<file path="config.mk">
export PLATFORM = sky130hd
export DESIGN_NAME = http_chunked_body_tracker_unit
export DESIGN_NICKNAME = d
export VERILOG_FILES = /design/src/design/chbt_pkg.sv /design/src/design/chbt_in_stage.sv /design/src/design/chbt_parser.sv /design/src/design/chbt_out_stage.sv /design/src/design/http_chunked_body_tracker_unit.sv
export SDC_FILE = /design/constraint.sdc
export NUM_CORES = 1
export LEC_CHECK = 0
export BUFFER_PORTS_ARGS = -buffer_cell sky130_fd_sc_hd__buf_4
export CAP_MARGIN = 20
export CELL_PAD_IN_SITES_DETAIL_PLACEMENT = 1
export CELL_PAD_IN_SITES_GLOBAL_PLACEMENT = 1
export CORE_ASPECT_RATIO = 0.75
export CORE_MARGIN = 2
export CORE_UTILIZATION = 45
export DETAILED_ROUTE_END_ITERATION = 8
export PLACE_DENSITY = 0.76
export SLEW_MARGIN = 20
export SYNTH_ARGS = -nofsm -noshare
export SYNTH_HDL_FRONTEND = slang
export SYNTH_SLANG_ARGS = --single-unit
export TNS_END_PERCENT = 5
</file>
<file path="constraint.sdc">
create_clock -name clock -period 5.1 [get_ports clock]
set_clock_uncertainty 0.2 [all_clocks]
set_input_delay 0.51 -clock clock [delete_from_list [all_inputs] [get_ports clock]]
set_output_delay 0.51 -clock clock [all_outputs]
set_load 0.1 [all_outputs]
</file>
<file path="src/design/chbt_pkg.sv">
`timescale 1ns / 1ps
package chbt_pkg;

   localparam int MAX_SIZE_DIGITS = 7;
   localparam int CNT_W = $clog2(MAX_SIZE_DIGITS + 2);
   localparam int ACC_W = 4 * MAX_SIZE_DIGITS;
   localparam int LEFT_W = ACC_W + 1;

   localparam logic [7:0] CHAR_CR = 8'h0D;
   localparam logic [7:0] CHAR_LF = 8'h0A;
   localparam logic [7:0] CHAR_SP = 8'h20;
   localparam logic [7:0] CHAR_HT = 8'h09;
   localparam logic [7:0] CHAR_PLUS = 8'h2B;
   localparam logic [7:0] CHAR_MINUS = 8'h2D;
   localparam logic [7:0] CHAR_ZERO = 8'h30;
   localparam logic [7:0] CHAR_X_LO = 8'h78;
   localparam logic [7:0] CHAR_X_UP = 8'h58;

   localparam logic [1:0] CLS_SIZE = 2'd0;
   localparam logic [1:0] CLS_DATA = 2'd1;
   localparam logic [1:0] CLS_TRAIL = 2'd2;

   localparam logic [1:0] TRL_NONE = 2'd0;
   localparam logic [1:0] TRL_CR = 2'd1;
   localparam logic [1:0] TRL_CRLF = 2'd2;
   localparam logic [1:0] TRL_CRLFCR = 2'd3;

   typedef enum logic [1:0] {
      PH_SIZE  = 2'd0,
      PH_DATA  = 2'd1,
      PH_TRAIL = 2'd2,
      PH_HALT  = 2'd3
   } phase_type;

   typedef enum logic [2:0] {
      ST_WS    = 3'd0,
      ST_SIGN  = 3'd1,
      ST_ZERO  = 3'd2,
      ST_PFX   = 3'd3,
      ST_DIG   = 3'd4,
      ST_DONE  = 3'd5,
      ST_NODIG = 3'd6
   } scan_step_type;

   typedef struct packed {
      logic       valid;
      logic [3:0] value;
   } hex_type;

   typedef struct packed {
      logic [7:0] out_byte;
      logic       forward;
      logic [1:0] byte_class;
      logic       end_of_message;
      logic       parse_error;
      logic       halted;
   } result_type;

   function automatic hex_type hex_decode(input logic [7:0] b);
      hex_type h;
      h.valid = 1'b1;
      h.value = 4'd0;
      if (b >= 8'h30 && b <= 8'h39) begin
         h.value = 4'(b - 8'h30);
      end else if (b >= 8'h61 && b <= 8'h66) begin
         h.value = 4'(b - 8'h57);
      end else if (b >= 8'h41 && b <= 8'h46) begin
         h.value = 4'(b - 8'h37);
      end else begin
         h.valid = 1'b0;
      end
      return h;
   endfunction

   function automatic logic is_space(input logic [7:0] b);
      return (b == CHAR_SP) || (b >= CHAR_HT && b <= CHAR_CR);
   endfunction

endpackage

</file>
<file path="src/design/chbt_in_stage.sv">
`timescale 1ns / 1ps
module chbt_in_stage import chbt_pkg::*; (
   input  logic       clock,
   input  logic       reset,
   input  logic       req_valid,
   output logic       req_stall,
   input  logic [7:0] req_data_byte,
   input  logic       fire,
   output logic       in_valid,
   output logic [7:0] in_byte
);

   logic       valid_ff, valid_in;
   logic [7:0] byte_ff;
   logic       take;

   assign req_stall = valid_ff && !fire;
   assign take = req_valid && !req_stall;

   always_comb begin
      priority if (take) begin
         valid_in = 1'b1;
      end else if (fire) begin
         valid_in = 1'b0;
      end else begin
         valid_in = valid_ff;
      end
   end

   always_ff @(posedge clock) begin
      if (reset) begin
         valid_ff <= 1'b0;
      end else begin
         valid_ff <= valid_in;
      end
   end

   always_ff @(posedge clock) begin
      if (take) begin
         byte_ff <= req_data_byte;
      end
   end

   assign in_valid = valid_ff;
   assign in_byte = byte_ff;

endmodule

</file>
<file path="src/design/chbt_parser.sv">
`timescale 1ns / 1ps
module chbt_parser import chbt_pkg::*; (
   input  logic       clock,
   input  logic       reset,
   input  logic       fire,
   input  logic [7:0] in_byte,
   output result_type res
);

   phase_type          phase_ff, phase_in;
   scan_step_type      step_ff, step_in;
   logic [ACC_W-1:0]   acc_ff, acc_in;
   logic [CNT_W-1:0]   cnt_ff, cnt_in;
   logic               neg_ff, neg_in;
   logic               prev_cr_ff, prev_cr_in;
   logic [LEFT_W-1:0]  left_ff, left_in;
   logic [1:0]         trl_ff, trl_in;

   hex_type            hx;
   logic               line_end;
   logic               has_digit;
   logic               bad_line;
   logic               digit_sig;
   logic [CNT_W-1:0]   cnt_inc;
   logic [CNT_W-1:0]   tk_cnt;
   logic [ACC_W-1:0]   tk_acc;
   logic [LEFT_W-1:0]  left_dec;

   assign hx = hex_decode(in_byte);
   assign line_end = prev_cr_ff && (in_byte == CHAR_LF);
   assign has_digit = (step_ff == ST_ZERO) || (step_ff == ST_PFX) ||
                      (step_ff == ST_DIG) || (step_ff == ST_DONE);
   assign bad_line = !has_digit || (cnt_ff > CNT_W'(MAX_SIZE_DIGITS)) ||
                     (neg_ff && (acc_ff != '0));

   // leading zeros do not count as digits
   assign digit_sig = (hx.value != 4'd0) || (acc_ff != '0) || (cnt_ff != '0);
   assign cnt_inc = (cnt_ff <= CNT_W'(MAX_SIZE_DIGITS)) ? cnt_ff + 1'b1 : cnt_ff;
   assign tk_cnt = digit_sig ? cnt_inc : cnt_ff;
   assign tk_acc = (digit_sig && (cnt_inc <= CNT_W'(MAX_SIZE_DIGITS))) ?
                   {acc_ff[ACC_W-5:0], hx.value} : acc_ff;
   assign left_dec = (left_ff != '0) ? left_ff - 1'b1 : left_ff;

   always_comb begin
      phase_in = phase_ff;
      step_in = step_ff;
      acc_in = acc_ff;
      cnt_in = cnt_ff;
      neg_in = neg_ff;
      prev_cr_in = prev_cr_ff;
      left_in = left_ff;
      trl_in = trl_ff;
      unique case (phase_ff)
         PH_SIZE: begin
            if (line_end) begin
               priority if (bad_line) begin
                  phase_in = PH_HALT;
               end else if (acc_ff != '0) begin
                  left_in = LEFT_W'(acc_ff) + LEFT_W'(2);
                  phase_in = PH_DATA;
               end else begin
                  trl_in = TRL_CRLF;
                  phase_in = PH_TRAIL;
               end
               step_in = ST_WS;
               acc_in = '0;
               cnt_in = '0;
               neg_in = 1'b0;
               prev_cr_in = 1'b0;
            end else begin
               prev_cr_in = (in_byte == CHAR_CR);
               unique case (step_ff)
                  ST_WS, ST_SIGN: begin
                     priority if (step_ff == ST_WS && is_space(in_byte)) begin
                        step_in = step_ff;
                     end else if (step_ff == ST_WS &&
                                  (in_byte == CHAR_PLUS || in_byte == CHAR_MINUS)) begin
                        neg_in = (in_byte == CHAR_MINUS);
                        step_in = ST_SIGN;
                     end else if (in_byte == CHAR_ZERO) begin
                        step_in = ST_ZERO;
                     end else if (hx.valid) begin
                        acc_in = tk_acc;
                        cnt_in = tk_cnt;
                        step_in = ST_DIG;
                     end else begin
                        step_in = ST_NODIG;
                     end
                  end
                  ST_ZERO: begin
                     priority if (in_byte == CHAR_X_LO || in_byte == CHAR_X_UP) begin
                        step_in = ST_PFX;
                     end else if (hx.valid) begin
                        acc_in = tk_acc;
                        cnt_in = tk_cnt;
                        step_in = ST_DIG;
                     end else begin
                        step_in = ST_DONE;
                     end
                  end
                  ST_PFX, ST_DIG: begin
                     if (hx.valid) begin
                        acc_in = tk_acc;
                        cnt_in = tk_cnt;
                        step_in = ST_DIG;
                     end else begin
                        step_in = ST_DONE;
                     end
                  end
                  default: begin
                     step_in = step_ff;
                  end
               endcase
            end
         end
         PH_DATA: begin
            left_in = left_dec;
            if (left_dec == '0) begin
               phase_in = PH_SIZE;
               step_in = ST_WS;
               acc_in = '0;
               cnt_in = '0;
               neg_in = 1'b0;
               prev_cr_in = 1'b0;
            end
         end
         PH_TRAIL: begin
            priority if (in_byte == CHAR_CR) begin
               trl_in = (trl_ff == TRL_CRLF) ? TRL_CRLFCR : TRL_CR;
            end else if (in_byte == CHAR_LF) begin
               if (trl_ff == TRL_CRLFCR) begin
                  phase_in = PH_HALT;
                  trl_in = TRL_NONE;
               end else begin
                  trl_in = (trl_ff == TRL_CR) ? TRL_CRLF : TRL_NONE;
               end
            end else begin
               trl_in = TRL_NONE;
            end
         end
         PH_HALT: begin
            phase_in = PH_HALT;
         end
      endcase
   end

   always_comb begin
      res.out_byte = in_byte;
      res.forward = 1'b1;
      res.byte_class = CLS_SIZE;
      res.end_of_message = 1'b0;
      res.parse_error = 1'b0;
      res.halted = 1'b0;
      unique case (phase_ff)
         PH_SIZE: begin
            if (line_end && bad_line) begin
               res.forward = 1'b0;
               res.parse_error = 1'b1;
            end
         end
         PH_DATA: begin
            res.byte_class = CLS_DATA;
         end
         PH_TRAIL: begin
            res.byte_class = CLS_TRAIL;
            res.end_of_message = (in_byte == CHAR_LF) && (trl_ff == TRL_CRLFCR);
         end
         PH_HALT: begin
            res.forward = 1'b0;
            res.halted = 1'b1;
         end
      endcase
   end

   always_ff @(posedge clock) begin
      if (reset) begin
         phase_ff <= PH_SIZE;
         step_ff <= ST_WS;
         acc_ff <= '0;
         cnt_ff <= '0;
         neg_ff <= 1'b0;
         prev_cr_ff <= 1'b0;
         left_ff <= '0;
         trl_ff <= TRL_NONE;
      end else if (fire) begin
         phase_ff <= phase_in;
         step_ff <= step_in;
         acc_ff <= acc_in;
         cnt_ff <= cnt_in;
         neg_ff <= neg_in;
         prev_cr_ff <= prev_cr_in;
         left_ff <= left_in;
         trl_ff <= trl_in;
      end
   end

   a_halt_sticky: assert property (@(posedge clock) disable iff (reset)
      phase_ff == PH_HALT |=> phase_ff == PH_HALT)
      else $error("left halted phase without reset");

   a_data_count_live: assert property (@(posedge clock) disable iff (reset)
      phase_ff == PH_DATA |-> left_ff != '0)
      else $error("data phase with empty chunk count");

   a_digit_count_bound: assert property (@(posedge clock) disable iff (reset)
      cnt_ff <= CNT_W'(MAX_SIZE_DIGITS + 1))
      else $error("digit count overran its limit");

   a_eom_halts: assert property (@(posedge clock) disable iff (reset)
      fire && (res.end_of_message || res.parse_error) |=> phase_ff == PH_HALT)
      else $error("end or error beat did not halt");

endmodule

</file>
<file path="src/design/chbt_out_stage.sv">
`timescale 1ns / 1ps
module chbt_out_stage import chbt_pkg::*; (
   input  logic       clock,
   input  logic       reset,
   input  logic       fire,
   input  result_type res,
   output logic       out_ready,
   output logic       rsp_valid,
   input  logic       rsp_stall,
   output result_type rsp_res
);

   logic       valid_ff, valid_in;
   result_type res_ff;

   assign out_ready = !valid_ff || !rsp_stall;

   always_comb begin
      priority if (fire) begin
         valid_in = 1'b1;
      end else if (!rsp_stall) begin
         valid_in = 1'b0;
      end else begin
         valid_in = valid_ff;
      end
   end

   always_ff @(posedge clock) begin
      if (reset) begin
         valid_ff <= 1'b0;
      end else begin
         valid_ff <= valid_in;
      end
   end

   always_ff @(posedge clock) begin
      if (fire) begin
         res_ff <= res;
      end
   end

   assign rsp_valid = valid_ff;
   assign rsp_res = res_ff;

endmodule

</file>
<file path="src/design/http_chunked_body_tracker_unit.sv">
`timescale 1ns / 1ps
// a beat is held in the input register, then classified and registered in the result register on rsp
// throughput: one byte per cycle while rsp is not stalled, limited by the parse state update
// an input register and a result register decouple req and rsp; stall on rsp backs up to req
// reset (synchronous, active high) empties both registers and restarts at the size line
module http_chunked_body_tracker_unit import chbt_pkg::*; (
   input  logic       clock,
   input  logic       reset,
   input  logic       req_valid,
   output logic       req_stall,
   input  logic [7:0] req_data_byte,
   output logic       rsp_valid,
   input  logic       rsp_stall,
   output logic [7:0] rsp_out_byte,
   output logic       rsp_forward,
   output logic [1:0] rsp_byte_class,
   output logic       rsp_end_of_message,
   output logic       rsp_parse_error,
   output logic       rsp_halted
);

   logic       in_valid;
   logic [7:0] in_byte;
   logic       out_ready;
   logic       fire;
   result_type res;
   result_type rsp_res;

   assign fire = in_valid && out_ready;

   chbt_in_stage u_in (
      .clock         (clock),
      .reset         (reset),
      .req_valid     (req_valid),
      .req_stall     (req_stall),
      .req_data_byte (req_data_byte),
      .fire          (fire),
      .in_valid      (in_valid),
      .in_byte       (in_byte)
   );

   chbt_parser u_parser (
      .clock   (clock),
      .reset   (reset),
      .fire    (fire),
      .in_byte (in_byte),
      .res     (res)
   );

   chbt_out_stage u_out (
      .clock     (clock),
      .reset     (reset),
      .fire      (fire),
      .res       (res),
      .out_ready (out_ready),
      .rsp_valid (rsp_valid),
      .rsp_stall (rsp_stall),
      .rsp_res   (rsp_res)
   );

   assign rsp_out_byte = rsp_res.out_byte;
   assign rsp_forward = rsp_res.forward;
   assign rsp_byte_class = rsp_res.byte_class;
   assign rsp_end_of_message = rsp_res.end_of_message;
   assign rsp_parse_error = rsp_res.parse_error;
   assign rsp_halted = rsp_res.halted;

endmodule
</file>
[Yosys cells after proc, flatten, opt, wreduce, memory -nomap -nowiden]
Index checks and enable logic that the tools add are counted.
Widths: inputs -> output; s select.
Cells by class
  $lt $le $gt $ge: 11
  multiplexer cells: 76
  reduce and logical (&&, ||, !) cells: 49
  equal/unequal tests: 36
  add/subtract/negate cells: 6
Operator list (number)
  $mux 28: 8
  $mux 29: 4
  $pmux 28 s3: 1
  $pmux 29 s2: 1
  $pmux 28 s2: 1
  $mux 4: 12
  $eq 8x6->1 const B: 4
  $mux 2: 16
  $add 28x2->29 const B: 1
  $logic_not 29->1: 1
  $reduce_bool 29->1: 1
  $sub 29x1->29 const B: 1
  $reduce_bool 28->1: 1
  $mux 3: 6
  $mux 1: 17
  $eq 8x4->1 const B: 2
  $eq 8x7->1 const B: 2
  $ge 8x7->1 const B: 2
  $le 8x7->1 const B: 2
  $ne 4x3->1 const B: 4
  $reduce_and 5->1: 3
  $logic_and 1x1->1: 14
  $ne 2x1->1 const B: 6
  $pmux 4 s3: 1
  other kinds (34): 67
Storage, ports and cells
  output and inout bits: 16
  register bits after elaboration: 94
  input port bits: 12

[Longest topological paths before layout]
Gate-level depths: netlist (run 1).
  depth in word-level cells: 17
  depth in mapped cells: 14

[Hierarchy]
From an unflattened synthesis (run 1), not the netlist that was laid out.
Unflattened totals
  cells, all modules: 730
  area total of the unflattened synthesis: 5999.5 µm²
By module, submodules not included
  chbt_parser: cells each 699, sequential area each 1401.3 µm², area an instance 5250.0 µm², times used 1
  chbt_out_stage: cells each 18, sequential area each 440.4 µm², area an instance 452.9 µm², times used 1
  chbt_in_stage: cells each 12, sequential area each 260.2 µm², area an instance 290.3 µm², times used 1
  http_chunked_body_tracker_unit: cells each 1, sequential area each 0.0 µm², area an instance 6.3 µm², times used 1

[Worst setup path after synthesis (run 1)]
No wires, ideal clock.
  path kind: reg2reg
  start point: reg u_parser.left_ff[0]
  end point: reg u_parser.acc_ff[19]
  arrival time: 3623 ps
  setup time: 72 ps
  stages on the path, launching flop included: 14
  slack: 1206 ps
  cells stage by stage: dfxtp_1 inv_1 ha_1 nor4b_4 nand3_1 o41a_1 a2111o_1 a221o_1 or4_1 buf_2 a211oi_2 buf_6 buf_12 mux2i_1
On the way
  longest elaborated chain between the ends: 5
  elaborated cells between the ends (all ways): 6
RTL lines
  start: declaration: RTL line chbt_parser.sv:16  | logic [LEFT_W-1:0] left_ff, left_in;
  start signal: assignment: RTL line chbt_parser.sv:192  | left_ff <= left_in;
  $sub 29x1->29 or $reduce_bool 29->1 (tied branches): RTL line chbt_parser.sv:42  | assign left_dec = (left_ff != '0) ? left_ff - 1'b1 : left_ff;
  $mux 29 *: RTL line chbt_parser.sv:42
  $logic_not 29->1 *: RTL line chbt_parser.sv:118  | if (left_dec == '0) begin
  $ne 2x1->1 (no source line) *
  $reduce_and 8->1 (no source line) *
  end signal: assignment: RTL line chbt_parser.sv:188  | acc_ff <= acc_in;
  end: declaration: RTL line chbt_parser.sv:12  | logic [ACC_W-1:0] acc_ff, acc_in;
Every way passes the cells marked *; elsewhere a longest branch is shown, timed or not.
A chain may end at the register's enable or synchronous reset.

[Worst setup path after layout (run 1)]
  start point: reg u_parser.left_ff[0]
  end point: reg u_parser.acc_ff[21]
Same word-level chain as after synthesis.

==> results of run 1 <==
[path summary, 6_finish.rpt]
kind                                          from  cells past startpoint  slack, ns                                to
setup / recovery  u_parser.left_ff[0]$_SDFFE_PP0P_                     11       0.39  u_parser.acc_ff[21]$_SDFFE_PP0P_
hold / removal                    req_data_byte[1]                      1       0.12         u_in.in_byte[1]$_DFFE_PP_
setup reg to reg  u_parser.left_ff[0]$_SDFFE_PP0P_                     11       0.39  u_parser.acc_ff[21]$_SDFFE_PP0P_
hold reg to reg         u_in.in_valid$_SDFFE_PP0P_                      2       0.31      u_out.rsp_valid$_SDFFE_PP0P_
[metrics by stage]
step	cell area, um2	setup WS, ns	hold WS, ns	std cells
floorplan	5960	1.21	0.224	724
global placement	6240	0.710	0.267	884
detailed placement	6240	0.506	0.302	884
CTS	6510	0.446	0.110	900
global route	6510	0.140	0.120	900
finish	6510	0.395	0.123	900
[power groups by stage]
stage / combinational [W] / clock [W] / sequential [W]
CTS: 0.000110 / 0.000665 / 0.000787
global route: 0.000118 / 0.000687 / 0.000789
finish: 0.000109 / 0.000648 / 0.000788
global placement: 0.000105 / 0 / 0.000803
detailed placement: 0.000109 / 0 / 0.000804
floorplan: 0.0000502 / 0 / 0.000831
[cell families (layout without fill, tap and decap cells)]
logic type | after synthesis | in the layout | share of synthesized area (%)
flops | 94 | 94 | 35.3
compound gates | 158 | 158 | 17.0
mux | 34 | 34 | 5.73
fa+ha+maj | 10 | 10 | 2.10
xor+xnor | 29 | 29 | 4.26
buf+inv | 64 | 69 | 4.68
simple gates | 335 | 335 | 31.0
[layout by cell type, fill, tap and decap left out, types with 4 or more instances in the layout]
| master | n |
|---|---|
| dfxtp_1 | 72 |
| nand2_1 | 66 |
| nor2_1 | 54 |
| a21oi_1 | 46 |
| nand2b_1 | 44 |
| o21ai_0 | 38 |
| buf_4 | 36 |
| mux2i_1 | 33 |
| nand3_1 | 28 |
| or2_2 | 26 |
| edfxtp_1 | 22 |
| nor4_1 | 20 |
| xnor2_1 | 18 |
| nand4_1 | 18 |
| nor3_1 | 17 |
| inv_1 | 16 |
| a211oi_1 | 15 |
| o211ai_1 | 13 |
| or3_1 | 11 |
| xor2_1 | 11 |
| ha_1 | 10 |
| and4_1 | 9 |
| clkbuf_16 | 9 |
| and3_1 | 8 |
| or4_1 | 6 |
| o22ai_1 | 6 |
| a22oi_1 | 5 |
| nor2b_1 | 4 |
| and2_1 | 4 |
| o32ai_1 | 4 |
[final cells by class]
cell class              instances  area [um2]  area share (%)
well taps                     171         214            3.29
clock buffers                  10         229            3.52
clock inverters                 6        43.8           0.673
inverters                      17        63.8           0.980
multi-input cells             566        3590            55.1
repair buffers                 36         270            4.15
flip-flops and latches         94        2100            32.3
[routing by layer]
metal  GRT usage [%]  vias to the layer above  part of all wire, %
met1            41.5                     2853                   49
met2            39.2                      149                   43
li1                -                     2647                    -
met4            6.85                        0                  1.2
met3            5.34                       21                  6.2
met5               0                        -                    0
[flip-flops by register name, summed over array words and instances, names as in the netlist, 2 cells and up]
| name | count |
|---|---|
| u_parser.step_ff | 3 |
| u_parser.left_ff | 29 |
| u_parser.phase_ff | 2 |
| u_out.rsp_res | 14 |
| u_parser.acc_ff | 28 |
| u_parser.cnt_ff | 4 |
| u_in.in_byte | 8 |
| u_parser.trl_ff | 2 |
==> impl_metrics.csv, run 1 <==
group,metric,value,unit
status,outcome,"finished, final reports clean",
layout,nFillCells,1587,
power,power-per-cell-area,237,nW/um2
run,cap_violations,0,
synthesis,synth_top_cell_area_share,24.2,%
grt,grt_pass1_wl,30.3,mm
critical_path,crit_path_start_kind,"flop",
critical_path,slowest_delay,0.71,ns
drt,wire_per_inst,20.8,um
drt,postRouteAntennaNets,0,
clock_tree,cts_hold_buffers,0,
critical_path,cp_slowest_cell,"or4_1",
synthesis,async_flop_share,0,%
synthesis,synth_cell_types,72,
grt,grt_pass1_vias,5571,
placed_design,routabilityCongestion,0.890,
power,power,0.00155,W
clock_tree,cts.clk_slew.worst_paths,0.07,ns
layout,antennaDiodeCount,0,
synthesis,yosys_warnings,0,
synthesis,syn_nets,746,
drt,drc,0,
synthesis,syn_inst,724,
drt,drtPass1Iterations,5,
clock_tree,cts.sinks,94,
power,clockPowerShare,41.9,%
synthesis,postSynthAreaPerCell,8.23,um2
clock_tree,post_cts_resized,0,
power,p_comb_share,7.1,%
floorplanning,row_count,36,
timing,finalHoldViolCount,0,
floorplanning,die_h,104,um
synthesis,synth.area.top_cells,"dfxtp_1 24%, edfxtp_1 11%, mux2i_1 5.5%",
power,seqPwrFrac,51.0,%
timing,timing.final.crit_period,4.71,ns
layout,fin_util,50.2,%
critical_path,critical_path.cell_chain,"inv_1 -> ha_1 -> nor4b_4 -> nand3_1 -> o41a_1 -> a2111o_1 -> a221o_1 -> or4_1 -> a211oi_4 -> buf_4 -> mux2i_1",
floorplanning,io_pins,28,
power,internal_power,0.00114,W
floorplanning,die_w,137,um
timing,rsz0062_at_grt,"false",
timing,fin_crit_sh,92.3,%
placed_design,port_buffers,27,
floorplanning,core,13000,um2
critical_path,crit_family,"simple AND/OR/NAND/NOR gates",
synthesis,ys_seq_elements,94,
drt,drt-total-wl,18.7,mm
timing,setup_violations,0,
timing,max_slew_margin,43.6,%
clock_tree,htree_levels,3,
timing,fin_setup_tns,0,ns
floorplanning,die_area,14200,um2
clock_tree,clockBufferDepth,2,
critical_path,critPathBufInv,2,
clock_tree,cts_tree,"yes",
critical_path,critical_path.max_fanout,29,
critical_path,critPathCaptureType,"flop",
timing,slew_viol_final,0,
placed_design,post-dp-hpwl,13.4,mm
hold_path,hold_path.class,"input port to flop",
clock_tree,clock_latency,0.36,ns
synthesis,netlist_area,5960,um2
power,switching_share,26.2,%
synthesis,synthTopCellsByCount,"72 x dfxtp_1, 66 x nand2_1, 54 x nor2_1",
power,p_sw,0.000405,W
grt,antenna_found_initial,0,
layout,drive_gt1_share,11.9,%
grt,grt_max_degree,80,
layout,nNetsFinal,746,
clock_tree,cts-root-buf,"clkbuf_16",
synthesis,ys_seq_area_share,35.3,%
drt,first_iter_violations,531,
critical_path,worstPathRequired,5.18,ns
drt,routed_via_density,6.30,
critical_path,path_class,"flop to flop",
layout,syn2layout_area_growth,9.21,%
floorplanning,floorplan.initialDensity,45.9,%
synthesis,yosysMostFrequentCell,"dfxtp_1",
critical_path,arrival,4.79,ns
synthesis,synth_top_area_cell,"dfxtp_1",
clock_tree,cts_inserted_buffers,9,
timing,worstMarginPinSlew,0.834,ns
synthesis,synth-edff-count,22,
drt,vias,5670,
grt,grt.overflow.total,0,
timing,fmax,0.213,GHz
power,p_leak,2.33,nW
synthesis,synthFlopType,"dfxtp_1",
power,peakVddDrop,0.193,mV
clock_tree,post_cts_buffers,0,
grt,grt_use_total,27.3,%
(Power assumes the default switching activity.)
==> run 2: changes to the inputs <==
--- a/config.mk
+++ b/config.mk
@@ -9,11 +9,11 @@
 export CAP_MARGIN = 20
 export CELL_PAD_IN_SITES_DETAIL_PLACEMENT = 1
 export CELL_PAD_IN_SITES_GLOBAL_PLACEMENT = 1
-export CORE_ASPECT_RATIO = 0.75
+export CORE_ASPECT_RATIO = 1.25
 export CORE_MARGIN = 2
-export CORE_UTILIZATION = 45
+export CORE_UTILIZATION = 47
 export DETAILED_ROUTE_END_ITERATION = 8
-export PLACE_DENSITY = 0.76
+export PLACE_DENSITY = 0.79
 export SLEW_MARGIN = 20
 export SYNTH_ARGS = -nofsm -noshare
 export SYNTH_HDL_FRONTEND = slang
==> run 2 against run 1 <==
Net effect:
- maximum frequency decreased by 0.59%
- utilization rose by 2.0 points
- first-iteration DRC count down 54%
- flip-flop and latch count is the same
- critical endpoint is now u_parser.acc_ff[12]$_SDFFE_PP0P_
- largest cell class unchanged
- largest power group unchanged
==> impl_metrics.csv, run 2 (synthesis gave the netlist of run 1 again) <==
group,metric,value,unit
timing,setup_violations,0,
grt,grt.overflow.total,0,
critical_path,crit_path_start_kind,"flop",
status,outcome,"finished, final reports clean",
hold_path,whs_path_depth,1,
grt,antenna_found_initial,0,
floorplanning,die_w,105,um
timing,fin_setup_tns,0,ns
layout,antennaDiodeCount,0,
critical_path,critical_path.max_fanout,29,
drt,drc,0,
layout,largest_reg_flops,29,
clock_tree,cts-root-buf,"clkbuf_16",
clock_tree,post_cts_resized,0,
drt,routed_via_density,6.22,
timing,timing.final.crit_period,4.73,ns
layout,final_common_cell,"dfxtp_1",
power,power,0.00161,W
clock_tree,clock_latency,0.35,ns
clock_tree,cts.sinks,94,
drt,postRouteAntennaNets,0,
timing,rsz0062_at_grt,"false",
critical_path,critPathBufInv,2,
drt,drt-total-wl,17.9,mm
grt,grt_use_total,26.5,%
clock_tree,cts.clk_slew.worst_paths,0.07,ns
critical_path,critPathCaptureType,"flop",
layout,regMostFlops,"u_parser.left_ff",
critical_path,reg2regPathDepth,11,
grt,grt_pass1_vias,5686,
floorplanning,floorplan.initialDensity,47.5,%
critical_path,critical_path.cell_chain,"inv_1 -> ha_1 -> nor4b_4 -> nand3_1 -> o41a_1 -> a2111o_1 -> a221o_1 -> or4_1 -> a211oi_4 -> buf_4 -> mux2i_1",
critical_path,slowest_delay,0.71,ns
floorplanning,die_h,130,um
drt,wire_per_inst,20.0,um
clock_tree,htree_levels,3,
critical_path,path_class,"flop to flop",
timing,max_slew_margin,27.0,%
floorplanning,row_count,46,
timing,fmax,0.211,GHz
floorplanning,core,12500,um2
clock_tree,post_cts_buffers,0,
critical_path,crit_cells,11,
hold_path,hold_path.class,"input port to flop",
critical_path,arrival,4.79,ns
timing,worstMarginPinSlew,1.09,ns
critical_path,crit_family,"simple AND/OR/NAND/NOR gates",
timing,finalHoldViolCount,0,
clock_tree,cts_inserted_buffers,9,
grt,grt_pass1_wl,28.8,mm
power,peakVddDrop,0.154,mV
placed_design,post-dp-hpwl,13.1,mm
layout,mostFrequentLayoutCells,"72 x dfxtp_1, 66 x nand2_1, 54 x nor2_1",
timing,fin_crit_sh,92.8,%
placed_design,port_buffers,27,
power,p_leak,2.34,nW
timing,slew_viol_final,0,
power,power-per-cell-area,246,nW/um2
clock_tree,cts_hold_buffers,0,
critical_path,worstPathRequired,5.16,ns
placed_design,routabilityCongestion,0.978,
drt,vias,5577,
run,cap_violations,0,
clock_tree,clockBufferDepth,2,
drt,drtPass1Iterations,5,
critical_path,cp_slowest_cell,"or4_1",
layout,nNetsFinal,746,
floorplanning,die_area,13600,um2
clock_tree,cts_tree,"yes",
floorplanning,io_pins,28,
grt,grt_max_degree,80,
layout,syn2layout_area_growth,9.80,%
drt,first_iter_violations,245,
layout,drive_gt1_share,11.8,%
## run 2: through the flow
step	util [%]	cell area (um2)	instances	worst slack, ns	hold slack (ns)
after floorplan	-	5960	724	1.21	0.224
after global placement	49.7	6230	881	0.753	0.266
after detailed placement	49.7	6230	881	0.466	0.283
after CTS	52.2	6550	897	0.409	0.131
after global routing	52.2	6550	897	0.0224	0.130
final	52.2	6550	897	0.367	0.138
## run 2: final cells by class
class                           count  area [um2]
Sequential cell                    94        2100
Inverter                           17        63.8
Timing Repair Buffer               36         270
Tap cell                          168         210
Clock buffer                       12         258
Clock inverter                      4        53.8
Fill cell                        1548        6000
Multi-Input combinational cell    566        3590
## run 2: where the power goes
part	leakage (nW)	switching (W)	internal (W)
clock network	0.145	0.000304	0.000413
registers	0.788	0.0000121	0.000774
logic	1.41	0.0000752	0.0000335
total	2.34	0.000391	0.00122
## run 2: path summary, 6_finish.rpt
path	end	from	slack, ns
worst min register to register	u_parser.left_ff[11]$_SDFFE_PP0P_	u_parser.left_ff[11]$_SDFFE_PP0P_	0.29
worst max-delay path	u_parser.acc_ff[12]$_SDFFE_PP0P_	u_parser.left_ff[1]$_SDFFE_PP0P_	0.37
worst min-delay path	u_in.in_byte[6]$_DFFE_PP_	req_data_byte[6]	0.14
worst max register to register	u_parser.acc_ff[12]$_SDFFE_PP0P_	u_parser.left_ff[1]$_SDFFE_PP0P_	0.37
## run 2: metal layers
metal | vias to the layer above | GRT usage [%] | routed length [um]
met4 | 0 | 12.5 | 723
li1 | 2641 | - | -
met5 | - | 0 | 0
met3 | 56 | 4.15 | 612
met1 | 2744 | 31.0 | 7430
met2 | 136 | 47.8 | 9170
==> run 3: changes to the inputs <==
--- a/config.mk
+++ b/config.mk
@@ -5,15 +5,16 @@
 export SDC_FILE = /design/constraint.sdc
 export NUM_CORES = 1
 export LEC_CHECK = 0
+export ABC_AREA = 1
 export BUFFER_PORTS_ARGS = -buffer_cell sky130_fd_sc_hd__buf_4
 export CAP_MARGIN = 20
 export CELL_PAD_IN_SITES_DETAIL_PLACEMENT = 1
 export CELL_PAD_IN_SITES_GLOBAL_PLACEMENT = 1
 export CORE_ASPECT_RATIO = 1.25
 export CORE_MARGIN = 2
-export CORE_UTILIZATION = 47
+export CORE_UTILIZATION = 45
 export DETAILED_ROUTE_END_ITERATION = 8
-export PLACE_DENSITY = 0.79
+export PLACE_DENSITY = 0.8
 export SLEW_MARGIN = 20
 export SYNTH_ARGS = -nofsm -noshare
 export SYNTH_HDL_FRONTEND = slang
==> run 3 against run 2 <==
Net effect:
- first-iteration DRC count up 80%
- critical path depth up 6
- critical path type unchanged
- sequential share of layout area down 0.53 points
- clock power down 11%
- cell area up 1.7%
- flip-flop and latch count unchanged
- die area up 6.9%
- sequential power about the same
- global-route usage up 2.1 points
==> impl_metrics.csv, run 3 <==
group,metric,value,unit
status,outcome,"finished, final reports clean",
drt,drt-total-wl,19.9,mm
critical_path,path_class,"flop to flop",
synthesis,yosys_warnings,0,
timing,finalHoldViolCount,0,
synthesis,syn_inst,935,
placed_design,routabilityCongestion,0.921,
timing,rsz0062_at_grt,"false",
timing,fin_hold_ws,0.138,ns
critical_path,critical_path.max_fanout,39,
critical_path,critPathCaptureType,"flop",
layout,multi_input_area,3420,um2
clock_tree,htree_levels,3,
floorplanning,core,13200,um2
critical_path,r2r_start,"u_parser.left_ff[0]$_SDFFE_PP0P_",
timing,setup_violations,0,
synthesis,postSynthAreaPerCell,6.54,um2
drt,postRouteAntennaNets,0,
timing,slew_viol_final,0,
critical_path,worstPathRequired,5.13,ns
clock_tree,cts.clk_slew.worst_paths,0.07,ns
grt,antenna_found_initial,0,
critical_path,crit_cells,17,
layout,seq_area,2100,um2
timing,finalWorstSetupSlack,1.43,ns
synthesis,synthFlopType,"dfxtp_1",
run,cap_violations,0,
synthesis,syn_nets,957,
grt,grt_max_degree,42,
critical_path,critical_path.cell_chain,"inv_1 -> ha_1 -> nand2_1 -> nor2_1 -> nand2_2 -> inv_2 -> nand2_2 -> nand2_1 -> nand2_1 -> nor2_1 -> nand3_1 -> nor2_2 -> nand3_4 -> a21oi_4 -> o21ai_0 -> o21ai_0 -> nor2_1",
synthesis,yosysMostFrequentCell,"nand2_1",
drt,drtPass1Iterations,5,
clock_tree,clock_latency,0.34,ns
critical_path,cp_slowest_cell,"a21oi_4",
placed_design,port_buffers,27,
clock_tree,cts-root-buf,"clkbuf_16",
power,p_leak,2.97,nW
clock_tree,post_cts_resized,0,
floorplanning,row_count,47,
hold_path,whs_path_depth,1,
timing,fin_crit_sh,71.9,%
clock_tree,cts_hold_buffers,0,
critical_path,reg2regPathDepth,17,
timing,fmax,0.273,GHz
layout,antennaDiodeCount,0,
grt,grt_pass1_vias,6598,
floorplanning,floorplan.initialDensity,46.2,%
layout,regMostFlops,"u_parser.left_ff",
critical_path,r2r-end,"u_parser.cnt_ff[1]$_SDFFE_PP0P_",
layout,syn2layout_area_growth,8.84,%
timing,worstMarginPinSlew,1.03,ns
drt,wire_per_inst,17.9,um
drt,first_iter_violations,440,
critical_path,slowest_delay,0.65,ns
layout,final_common_cell,"nand2_1",
floorplanning,die_h,134,um
placed_design,dp_slack,1.49,ns
timing,max_slew_margin,30.9,%
clock_tree,cts.sinks,94,
timing,fin_setup_tns,0,ns
critical_path,crit_path_start_kind,"flop",
power,power-per-cell-area,231,nW/um2
hold_path,hold_path.class,"input port to flop",
synthesis,netlist_area,6110,um2
drt,vias,6269,
clock_tree,cts_inserted_buffers,9,
synthesis,async_flop_share,0,%
clock_tree,cts_tree,"yes",
power,peakVddDrop,0.146,mV
layout,mostFrequentLayoutCells,"228 x nand2_1, 119 x nor2_1, 108 x inv_1",
drt,routed_via_density,5.62,
synthesis,ys_seq_elements,94,
grt,grt.overflow.total,0,
grt,grt_use_total,28.6,%
clock_tree,clockBufferDepth,2,
grt,grt_pass1_wl,32.9,mm
floorplanning,die_area,14500,um2
timing,timing.final.crit_period,3.67,ns
critical_path,crit_path_end,"u_parser.cnt_ff[1]$_SDFFE_PP0P_",
synthesis,synthTopCellsByCount,"228 x nand2_1, 122 x nor2_1, 108 x inv_1",
synthesis,synth-edff-count,22,
synthesis,synth_cell_types,40,
layout,nFillCells,1761,
critical_path,arrival,3.70,ns
floorplanning,die_w,108,um
placed_design,post-dp-hpwl,15.2,mm
critical_path,rrSetupSlack,1.43,ns
floorplanning,io_pins,28,
synthesis,synth_top_area_cell,"dfxtp_1",
critical_path,crit_family,"simple AND/OR/NAND/NOR gates",
layout,nNetsFinal,961,
layout,largest_reg_flops,29,
critical_path,critPathBufInv,2,
layout,fin_util,50.3,%
layout,drive_gt1_share,8.05,%
drt,drc,0,
clock_tree,post_cts_buffers,0,
synthesis,ys_seq_area_share,34.4,%
synthesis,synth_top_cell_area_share,23.6,%
synthesis,synth.area.top_cells,"dfxtp_1 24%, nand2_1 14%, edfxtp_1 11%",
critical_path,cp-startpoint,"u_parser.left_ff[0]$_SDFFE_PP0P_",
==> run 3: cell types whose count changed after synthesis, sizes merged, moves of 18 or more <==
cell,before,now
mux2i,33,0
nor2,54,136
nand2,66,233
nor4,22,3
inv,17,109
or2,27,3
o21ai,39,58
a31oi,2,20
nand4,18,49
nand2b,44,0
nand3,28,69
==> run 3: kinds of logic after synthesis <==
logic type                 after synthesis  synth area share [%]
adders and majority gates               10                  2.05
DFF                                     94                  34.4
buffers and inverters                  148                  9.82
and+or+nand+nor                        510                  36.8
AOI/OAI and AO/OA                      151                  13.8
xor gates and xnor gates                22                  3.15
==> run 3: worst min-delay path by stage <==
stage,start,to,slack [ns]
floorplan,u_in.in_byte[7]$_DFFE_PP_,u_out.rsp_res[13]$_DFFE_PP_,0.23
global placement,u_in.in_byte[7]$_DFFE_PP_,u_out.rsp_res[13]$_DFFE_PP_,0.24
detailed placement,u_in.in_byte[7]$_DFFE_PP_,u_out.rsp_res[13]$_DFFE_PP_,0.25
CTS,req_data_byte[5],u_in.in_byte[5]$_DFFE_PP_,0.13
global route,req_data_byte[1],u_in.in_byte[1]$_DFFE_PP_,0.13
finish,req_data_byte[0],u_in.in_byte[0]$_DFFE_PP_,0.14
==> run 3: cell type report <==
class | instances | share of cell area, %
clock buffer | 10 | 3.44
clock inverter | 6 | 0.677
inverter | 110 | 6.21
multi-input combinational | 693 | 51.4
sequential | 94 | 31.6
tap | 171 | 3.22
timing repair buffer | 31 | 3.50
==> run 3: worst register-to-register path, cell delays in order (launching register included) <==
cell and delay (ns):
dfxtp_1 0.33, inv_1 0.14, ha_1 0.20, nand2_1 0.06, nor2_1 0.18, nand2_2 0.09
inv_2 0.06, nand2_2 0.40, nand2_1 0.28, nand2_1 0.08, nor2_1 0.09, nand3_1 0.13
nor2_2 0.15, nand3_4 0.13, a21oi_4 0.66, o21ai_0 0.22, o21ai_0 0.12, nor2_1 0.05
==> run 3: metrics by stage <==
step	power, W	cell area, um2	std cells
final	0.00154	6650	1115
after global routing	0.00159	6650	1115
after CTS	0.00155	6650	1115
after detailed placement	0.000915	6380	1099
after global placement	0.000912	6380	1099
after floorplan	0.000883	6110	935
==> run 3: power by group <==
| part | internal (W) | total [W] | switching (W) |
|---|---|---|---|
| clock network | 0.000335 | 0.000638 | 0.000304 |
| registers | 0.000774 | 0.000784 | 0.00000958 |
| logic | 0.0000278 | 0.000114 | 0.0000861 |
| total | 0.00114 | 0.00154 | 0.000399 |
==> run 3: metal layers <==
| layer | part of all wire [%] | up-vias | GRT usage [%] | routed length, um |
|---|---|---|---|---|
| li1 | - | 3106 | - | - |
| met1 | 44 | 3040 | 35.6 | 8770 |
| met2 | 51 | 91 | 50.6 | 10200 |
| met3 | 2.3 | 32 | 3.74 | 466 |
| met4 | 2.6 | 0 | 9.47 | 508 |
| met5 | 0 | - | 0 | 0 |
